$ cat src/lru_pkg.sv
// ----------------------------------------------------------------------------
// lru_pkg
// Types and constants for the LRU replacement block.
// ----------------------------------------------------------------------------
package lru_pkg;

    localparam int MAX_ENTRIES_DEF = 16;
    localparam int KEY_W           = 8;
    localparam int CAP_W           = 5;
    localparam int CNT_W           = 32;
    localparam logic [CAP_W-1:0] CAP_RESET = CAP_W'(4);

    // broadcast to every cell for one beat
    typedef struct packed {
        logic             en;
        logic             hit;
        logic             evict;
        logic [KEY_W-1:0] key;
    } t_cell_cmd;

    // per-cell position flags decoded from occupancy
    typedef struct packed {
        logic valid;
        logic last;
        logic append;
    } t_cell_ctl;

endpackage

$ cat src/lru_cell.sv
// ----------------------------------------------------------------------------
// lru_cell
// One slot of the recency chain: holds a key, compares it to the request
// and takes its neighbor's key when the chain shifts toward slot 0.
// ----------------------------------------------------------------------------
module lru_cell (
    input  logic                      i_clk,
    input  lru_pkg::t_cell_cmd        i_cmd,
    input  lru_pkg::t_cell_ctl        i_ctl,
    input  logic [lru_pkg::KEY_W-1:0] i_next_key,
    input  logic                      i_prefix,
    output logic [lru_pkg::KEY_W-1:0] o_key,
    output logic                      o_prefix
);
    import lru_pkg::*;

    logic [KEY_W-1:0] r_key;
    logic [KEY_W-1:0] n_key;
    logic             w_match;

    assign w_match  = i_ctl.valid & (r_key == i_cmd.key);
    assign o_prefix = i_prefix | w_match;
    assign o_key    = r_key;

    always_comb begin
        n_key = r_key;
        if (i_cmd.en) begin
            if (i_cmd.hit || i_cmd.evict) begin
                if (i_ctl.last) begin
                    n_key = i_cmd.key;
                end else if (i_ctl.valid && (o_prefix || i_cmd.evict)) begin
                    n_key = i_next_key;
                end
            end else if (i_ctl.append) begin
                n_key = i_cmd.key;
            end
        end
    end

    always_ff @(posedge i_clk) begin
        r_key <= n_key;
    end

endmodule

$ cat src/lru_replacement_top.sv
// ----------------------------------------------------------------------------
// lru_replacement_top: fully associative LRU cache, one key per beat
// Result is registered in the cycle after the beat; 1 beat per cycle while no
// stalled result holds the input, set by the compare and shift across the cells.
// Synchronous active-low reset empties the cache, clears the hit count, capacity 4.
// ----------------------------------------------------------------------------
module lru_replacement_top #(
    parameter int MAX_ENTRIES = lru_pkg::MAX_ENTRIES_DEF
) (
    input  logic                      i_clk,
    input  logic                      i_rst_n,
    input  logic                      i_cfg_valid,
    output logic                      o_cfg_ready,
    input  logic [lru_pkg::CAP_W-1:0] i_cfg_capacity,
    input  logic                      i_in_valid,
    output logic                      o_in_stall,
    input  logic [lru_pkg::KEY_W-1:0] i_request_key,
    output logic                      o_out_valid,
    input  logic                      i_out_stall,
    output logic                      o_hit,
    output logic                      o_evicted,
    output logic [lru_pkg::KEY_W-1:0] o_evicted_key,
    output logic [lru_pkg::CNT_W-1:0] o_hit_total
);
    import lru_pkg::*;

    localparam int OCC_W = $clog2(MAX_ENTRIES + 1);
    localparam int CMP_W = (OCC_W > CAP_W) ? OCC_W : CAP_W;

    logic [CAP_W-1:0] r_capacity;
    logic [OCC_W-1:0] r_occ;
    logic [CNT_W-1:0] r_hit_count;
    logic [CNT_W-1:0] n_hit_count;
    logic             r_out_valid;
    logic             r_hit;
    logic             r_evicted;
    logic [KEY_W-1:0] r_evicted_key;

    logic             w_accept;
    logic             w_hit;
    logic             w_full;
    logic             w_evict;
    logic [CMP_W-1:0] w_cap_eff;
    t_cell_cmd        w_cmd;

    logic [MAX_ENTRIES:0]   w_prefix;
    logic [KEY_W-1:0]       w_key [MAX_ENTRIES];

    assign o_cfg_ready = 1'b1;
    assign o_in_stall  = r_out_valid & i_out_stall;
    assign w_accept    = i_in_valid & ~o_in_stall;

    always_comb begin
        if (r_capacity == '0) begin
            w_cap_eff = CMP_W'(1);
        end else if (CMP_W'(r_capacity) > CMP_W'(MAX_ENTRIES)) begin
            w_cap_eff = CMP_W'(MAX_ENTRIES);
        end else begin
            w_cap_eff = CMP_W'(r_capacity);
        end
    end

    assign w_hit   = w_prefix[MAX_ENTRIES];
    assign w_full  = CMP_W'(r_occ) >= w_cap_eff;
    assign w_evict = ~w_hit & w_full;

    assign w_cmd.en    = w_accept;
    assign w_cmd.hit   = w_hit;
    assign w_cmd.evict = w_evict;
    assign w_cmd.key   = i_request_key;

    assign w_prefix[0] = 1'b0;

    for (genvar g = 0; g < MAX_ENTRIES; g++) begin : g_cell
        t_cell_ctl        w_ctl;
        logic [KEY_W-1:0] w_next;

        assign w_ctl.valid  = OCC_W'(g) < r_occ;
        assign w_ctl.last   = OCC_W'(g + 1) == r_occ;
        assign w_ctl.append = OCC_W'(g) == r_occ;

        if (g == MAX_ENTRIES - 1) begin : g_tail
            assign w_next = '0;
        end else begin : g_body
            assign w_next = w_key[g + 1];
        end

        lru_cell u_cell (
            .i_clk      (i_clk),
            .i_cmd      (w_cmd),
            .i_ctl      (w_ctl),
            .i_next_key (w_next),
            .i_prefix   (w_prefix[g]),
            .o_key      (w_key[g]),
            .o_prefix   (w_prefix[g + 1])
        );
    end

    always_comb begin
        n_hit_count = r_hit_count;
        if (w_accept && w_hit && (r_hit_count != '1)) begin
            n_hit_count = r_hit_count + CNT_W'(1);
        end
    end

    always_ff @(posedge i_clk) begin
        if (!i_rst_n) begin
            r_capacity  <= CAP_RESET;
            r_occ       <= '0;
            r_hit_count <= '0;
            r_out_valid <= 1'b0;
        end else begin
            if (i_cfg_valid) begin
                r_capacity <= i_cfg_capacity;
            end
            if (w_accept && !w_hit && !w_full) begin
                r_occ <= r_occ + OCC_W'(1);
            end
            r_hit_count <= n_hit_count;
            if (!o_in_stall) begin
                r_out_valid <= i_in_valid;
            end
        end
    end

    always_ff @(posedge i_clk) begin
        if (w_accept) begin
            r_hit         <= w_hit;
            r_evicted     <= w_evict;
            r_evicted_key <= w_evict ? w_key[0] : '0;
        end
    end

    assign o_out_valid   = r_out_valid;
    assign o_hit         = r_hit;
    assign o_evicted     = r_evicted;
    assign o_evicted_key = r_evicted_key;
    assign o_hit_total   = r_hit_count;

endmodule

$ cat config.mk
export PLATFORM = sky130hd
export DESIGN_NAME = lru_replacement_top
export DESIGN_NICKNAME = d
export VERILOG_FILES = /design/src/lru_pkg.sv /design/src/lru_cell.sv /design/src/lru_replacement_top.sv
export SDC_FILE = /design/constraint.sdc
export NUM_CORES = 1
export LEC_CHECK = 0
export ABC_AREA = 1
export BUFFER_PORTS_ARGS = -buffer_cell sky130_fd_sc_hd__buf_2
export CAP_MARGIN = 20
export CORE_MARGIN = 4
export CORE_UTILIZATION = 60
export CTS_CLUSTER_DIAMETER = 100
export DETAILED_ROUTE_END_ITERATION = 8
export HOLD_SLACK_MARGIN = 0.05
export PLACE_DENSITY = 0.79
export SLEW_MARGIN = 20
export SYNTH_ARGS = -nofsm -noshare
export SYNTH_HDL_FRONTEND = slang
export SYNTH_SLANG_ARGS = --single-unit
$ cat constraint.sdc
create_clock -name i_clk -period 7.9 [get_ports i_clk]
set_clock_uncertainty 0.1 [all_clocks]
set_input_delay 0.395 -clock i_clk [delete_from_list [all_inputs] [get_ports i_clk]]
set_output_delay 0.395 -clock i_clk [all_outputs]
set_load 0.02 [all_outputs]
=== Yosys cells after proc, flatten, opt, wreduce, memory -nomap -nowiden ===
Index checks and enable logic that the tools add are counted.

* Bits in registers: 181
* Bits of input ports: 18
* Output and inout bits: 45
* Logic and storage cells: 266

* Add/subtract/negate cells: 2
* Order comparisons: 18
* Equal/unequal tests: 49
* Multiplexer cells: 66
* Bitwise operators: 36
* Reductions and logical operators: 72

{| class="wikitable"
|+ Operators with widths
! operator !! number
|-
| 8-bit 2-to-1 mux || 64
|-
| 8-bit == test || 16
|-
| 3-bit AND reduction || 16
|-
| 3-bit by 1-bit != test with 1-bit output (second input constant) || 15
|-
| 4-bit by 5-bit == test with 1-bit output (first input constant) || 8
|-
| 4-bit by 5-bit < comparator with 1-bit output (first input constant) || 8
|-
| 32-bit by 1-bit adder with 32-bit output (second input constant) || 1
|-
| 32-bit != test (second input constant) || 1
|-
| 2-bit nonzero test || 16
|-
| 3-bit by 5-bit == test with 1-bit output (first input constant) || 4
|-
| 1-bit logical AND || 20
|-
| 3-bit by 5-bit < comparator with 1-bit output (first input constant) || 4
|-
| 1-bit AND || 19
|-
| 1-bit logical OR || 16
|-
| 1-bit OR || 15
|-
| 2-bit by 5-bit == test with 1-bit output (first input constant) || 2
|-
| 5-bit zero test || 2
|-
| 1-bit by 5-bit < comparator with 1-bit output (first input constant) || 2
|-
| 2-bit by 5-bit < comparator with 1-bit output (first input constant) || 2
|-
| 5-bit 2-to-1 mux || 2
|-
| 5-bit by 1-bit adder with 5-bit output (second input constant) || 1
|-
| 1-bit by 5-bit == test with 1-bit output (first input constant) || 1
|-
| 5-bit == test (first input constant) || 1
|-
| 5-bit >= comparator || 1
|-
| 4 further kinds || 6
|}

=== Depth between registers and ports, before layout ===
* Depth in word-level cells: 24
* Mapped depth: 20
* Depth with buffers taken out: 17

=== By module ===
A second synthesis with hierarchy kept.

* Cell total of the unflattened synthesis: 1,576
* Area total of the unflattened synthesis: 11,738.8 µm²

{| class="wikitable"
|+ Modules (own cells, without submodules)
! module !! instances !! cells an instance !! area an instance (µm²) !! seq. area each (µm²)
|-
| lru_cell || 16 || 66 || 521.8 || 240.2
|-
| lru_replacement_top || 1 || 520 || 3,390.8 || 1,161.1
|}

=== Least setup slack after synthesis ===
OpenSTA, ideal clock, no wires.

* Path type: reg2reg
* From: register r_capacity[4]
* To: register g_cell[8].u_cell.r_key[0] (enable)
* Setup time: 375 ps
* Arrival: 2,674 ps
* Required time: 7,425 ps
* Path slack: 4,751 ps
* Stages on the path, launching flop included: 14
* Path buffers: 3
* Cell sequence: dfxtp_1 inv_1 nand2_1 ha_1 a21o_1 a221oi_1 and3_1 clkbuf_1 nand4_2 buf_6 nand2_2 inv_2 buf_2 a21oi_1

* Word-level cells in the longest chain between the ends: 9

{| class="wikitable"
|+ RTL lines
! what !! line !! RTL
|-
| start: declaration || lru_replacement_top.sv:30 || <nowiki>logic [CAP_W-1:0] r_capacity;</nowiki>
|-
| start signal: assignment || lru_replacement_top.sv:114 || <nowiki>r_capacity <= i_cfg_capacity;</nowiki>
|-
| 5-bit > comparator || lru_replacement_top.sv:56 || <nowiki>end else if (CMP_W'(r_capacity) > CMP_W'(MAX_ENTRIES)) begin</nowiki>
|-
| 5-bit 2-to-1 mux || lru_replacement_top.sv:56 ||
|-
| 5-bit 2-to-1 mux * || lru_replacement_top.sv:54 || <nowiki>if (r_capacity == '0) begin</nowiki>
|-
| 5-bit >= comparator * || lru_replacement_top.sv:64 || <nowiki>assign w_full = CMP_W'(r_occ) >= w_cap_eff;</nowiki>
|-
| 1-bit AND * || lru_replacement_top.sv:65 || <nowiki>assign w_evict = ~w_hit & w_full;</nowiki>
|-
| 1-bit logical OR || lru_cell.sv:31 || <nowiki>end else if (i_ctl.valid && (o_prefix || i_cmd.evict)) begin</nowiki>
|-
| 1-bit logical AND || lru_cell.sv:31 ||
|-
| 3-bit by 1-bit != test with 1-bit output (no source line) || -- ||
|-
| 3-bit AND reduction (no source line) * || -- ||
|-
| end signal: assignment || lru_cell.sv:41 || <nowiki>r_key <= n_key;</nowiki>
|-
| end: declaration || lru_cell.sv:17 || <nowiki>logic [KEY_W-1:0] r_key;</nowiki>
|}

Every way passes the cells marked *; elsewhere a longest branch is shown, timed or not.
A chain may end at the register's enable or synchronous reset.

=== Final worst setup path ===
* From: input port i_request_key[1] in the netlist's numbering
* To: register g_cell[12].u_cell.r_key[4] (enable)

* Word-level cells in the longest chain between the ends: 23

{| class="wikitable"
|+ RTL lines
! what !! line !! RTL
|-
| start: declaration || lru_replacement_top.sv:17 || <nowiki>input logic [lru_pkg::KEY_W-1:0] i_request_key,</nowiki>
|-
| 8-bit == test || lru_cell.sv:21 || <nowiki>assign w_match = i_ctl.valid & (r_key == i_cmd.key);</nowiki>
|-
| 1-bit AND || lru_cell.sv:21 ||
|-
| 1-bit OR (15 in series) || lru_cell.sv:22 || <nowiki>assign o_prefix = i_prefix | w_match;</nowiki>
|-
| 1-bit NOT || lru_replacement_top.sv:65 ||
|-
| 1-bit AND || lru_replacement_top.sv:65 ||
|-
| 1-bit logical OR || lru_cell.sv:31 ||
|-
| 1-bit logical AND || lru_cell.sv:31 ||
|-
| 3-bit by 1-bit != test with 1-bit output (no source line) || -- ||
|-
| 3-bit AND reduction (no source line) * || -- ||
|-
| end signal: assignment || lru_cell.sv:41 ||
|-
| end: declaration || lru_cell.sv:17 ||
|}

Marks and branches as above.

==> results.txt <==
----------------------------------------------------
[Final layout]
  Fraction of layout instances using a drive strength above 1 ... 9.71%
  Post-layout nets ... 1,486
  P&R area growth vs syn ... 7.42%
  Number of diodes ... 0

[CTS]
  Number of buffers inserted during clock tree synthesis ... 17
  Number of buffers added to fix hold violations after cts ... 0
  Clock Sinks ... 181
  Post-cts gate resize count ... 0
  Clock root buffer ... clkbuf_16
  CTS tree ... built
  Clock-pin transition on the worst setup and hold timing paths ... 0.07 ns
  Worst skew pair latency ... approximately 0.45 ns
  Maximum buffer depth of the clock tree ... 2
  Setup fix buffers added after clock tree synthesis ... 0
  Number of H-tree levels ... 4

[Synth]
  Synth Area in Adders ... about 1.0%
  Post-synthesis compound-gate area fraction ... about a tenth
  Synth top area share ... 37.3%
  Number of warnings issued by yosys ... 0
  Post-synth cell types ... 43
  Instance count of the mapped netlist ... 1,446
  Sequential element share of the synthesized area ... 45.0%
  Post-Synthesis Net Count ... 1,473
  EDFF count, synth ... 138
  Main combinational cell family by area after synthesis ... simple AND/OR/NAND/NOR gates
  Post-synthesis sequential element count ... 181
  Share of flip-flops with an asynchronous set or reset ... 0%
  Share of cell area taken by muxes after synthesis ... 0%
  Leading register cell type out of synthesis ... edfxtp_1
  Netlist area before placement ... 0.0111 mm²
  Area share of xor/xnor cells in the synthesized design ... 7.48%
  Post-synthesis cell type with the largest combined area ... edfxtp_1
  Avg Inst Size Synth ... 7.69 µm²
  Cell types with the largest area share after synthesis ... edfxtp_1, nand2_1, dfxtp_1
  Simple-Gate Fraction of Synth Area ... 26.9%

[GRT]
  Antenna violations before repair ... 0
  Vias in the first global route ... 9,449
  Met3 track demand over resource ... 5.49%
  First-pass GRT wire length ... 47.1 mm
  Met2 track demand over resource in global routing ... 49.1%
  Total track usage ... 28.9%
  Leftover overflow at the end of global routing ... 0
  Met1 GRT Util ... 35.5%
  Largest net degree at the start of global routing ... 35
  Layer with the highest usage after global routing ... met2

[Placement]
  Number of buffers inserted by port buffering ... 61
  Last weighted congestion value of the routability-driven placer ... 0.925
  DP Worst Slack ... between 2 and 3 ns
  Final HPWL DP ... 20.1 mm

[STA]
  Final setup viols ... 0
  Hold Slack ... 0.0559 ns
  Slew at the pin closest to its max-slew limit ... 0.892 ns
  Post-route setup slack ... 3.38 ns
  Number of pins with negative max-slew slack in the final report ... 0
  Highest achievable clock rate ... 221 MHz
  Final Hold Fails ... 0
  Post-layout minimum cycle time ... around 4.5 ns
  Setup repair after global routing missed its margin ... false
  Final setup TNS ... 0 ns
  Period utilisation layout ... between 50% and 60%
  Slew headroom ... 40.4%

[Power]
  Leakage dissipation ... between 5 and 6 nW
  Power density over the cells ... 228 mW/mm²
  Peak supply drop ... between 0.15 and 0.2 mV

[Setup path]
  Length in cells of the worst reg-to-reg path ... 13
  Worst Path Arrival ... 4.49 ns
  Data required time of the critical path ... 7.87 ns
  Setup crit start kind ... primary input
  Top fanout value on the critical path ... 30
  Sort of element at the end of the critical path ... flop
  Startpoint-to-endpoint class of the critical path ... primary input to flop

[Floorplanning]
  Height of the chip ... 144 µm
  Placeable core region ... 0.0181 mm²
  Initial Utilization ... roughly three fifths
  Die Footprint ... 0.0208 mm²
  Number of core rows ... 49
  IO Count ... 63
  Die width ... 144 µm

[Route]
  Router iterations before antenna repair ... 7
  Vias ... 9,723
  Drt drc ... 0
  Avg Vias per Cell ... 5.72
  ANT nets after route ... 0
  Total wire length ... 29.7 mm
  Number of DRC markers after the initial detailed-route iteration ... 928
  WL/cell ... 17.4 µm

[Flow run]
  Max-capacitance violation count ... 0

[Min path]
  Hold WC Path Type ... primary input to flop
  Cell depth of the worst hold path ... 3

[Outcome]
  Status ... completed

----------------------------------------------------
[registers in the layout, summed over array words and instances, names as in the netlist]
name	flops
o_out_valid	1
o_hit	1
o_hit_total	32
r_capacity	5
o_evicted_key	8
o_evicted	1
r_occ	5
g_cell.u_cell.o_key	128
[path summary, 6_finish.rpt]
path | startpoint | endpoint | slack [ns]
worst max-delay path | i_request_key[1] | g_cell[12].u_cell.o_key[4]$_DFFE_PP_ | 3.38
worst min-delay path | i_cfg_capacity[2] | r_capacity[2]$_SDFFE_PN1P_ | 0.06
worst max register to register | r_occ[3]$_SDFFE_PN0P_ | g_cell[12].u_cell.o_key[4]$_DFFE_PP_ | 3.63
worst min register to register | o_hit_total[18]$_SDFFE_PN0P_ | o_hit_total[18]$_SDFFE_PN0P_ | 0.40
[kinds of logic after synthesis]
kind of cell,Yosys count
DFF,181
xor gates and xnor gates,95
AOI/OAI and AO/OA,217
adders and majority gates,9
and+or+nand+nor,705
other,1
buffers and inverters,238
[report_power, final]
group          switching [mW]  internal (mW)
Sequential             0.0583           1.18
Clock                   0.397          0.481
Combinational           0.437          0.173
Total                   0.893           1.84
[worst max-delay path: stages]
cell and delay [ns]:
buf_2 0.56, inv_1 0.58, nand2_1 0.19, nand2_1 0.07, nand2_1 0.09, inv_1 0.05, nand2_1 0.06, nor2_1 0.05
nor2_2 0.11, nand4_1 0.12, nor2_2 0.13, nand4_2 0.14, nor2_4 0.17, nand4_2 0.42, buf_4 0.41, nand2_1 0.08
inv_1 0.18, a21oi_1 0.67
[stage by stage]
step	power [mW]	utilization (%)	area, µm²	std cells
2_1_floorplan	1.73	-	11100	1446
3_3_place_gp	1.83	62.5	11300	1668
3_5_place_dp	1.85	62.6	11300	1668
4_1_cts	2.72	65.9	11900	1700
5_1_grt	2.86	66.1	11900	1701
6_report	2.73	66.1	11900	1701
[area by class of cell]
cell class / count / area, µm²
Clock buffer: 20 / 478
Clock inverter: 12 / 126
Fill cell: 1489 / 6140
Inverter: 168 / 631
Multi-Input combinational cell: 1027 / 5070
Sequential cell: 181 / 5000
Tap cell: 229 / 287
Timing Repair Buffer: 64 / 348
[routing by layer]
metal	part of all wire, %	wire length (µm)
met2	49	14400
met4	4.2	1230
met3	7.6	2260
met1	40	11700
met5	0	0
[cells in the mapped netlist, types with 2 or more instances]
cell type	count
nand4_1	43
inv_1	152
o21ai_0	86
o22ai_1	2
edfxtp_1	138
xor2_1	60
nor2_1	132
and3_1	2
clkbuf_1	22
nand4_2	3
o31ai_1	2
nor2_2	6
inv_2	15
nand2_2	15
nand2_1	424
a21oi_1	80
buf_2	23
nor4_1	9
nand2_4	2
o21ai_1	39
buf_6	10
nor3_1	28
xnor2_1	35
nand3_1	34
buf_4	15
o41ai_1	2
dfxtp_1	43
ha_1	9
[cell usage in the layout, fill, tap and decap left out, types with 18 or more instances in the layout]
cell / n
o21ai_1: 39
nand4_1: 43
a21oi_1: 80
inv_1: 152
xnor2_1: 35
o21ai_0: 86
dfxtp_1: 43
edfxtp_1: 138
nor2_1: 130
nand3_1: 34
buf_2: 61
nand2_1: 424
clkbuf_16: 18
nor3_1: 28
xor2_1: 60
Note: power is estimated with default switching activity, not from simulation.
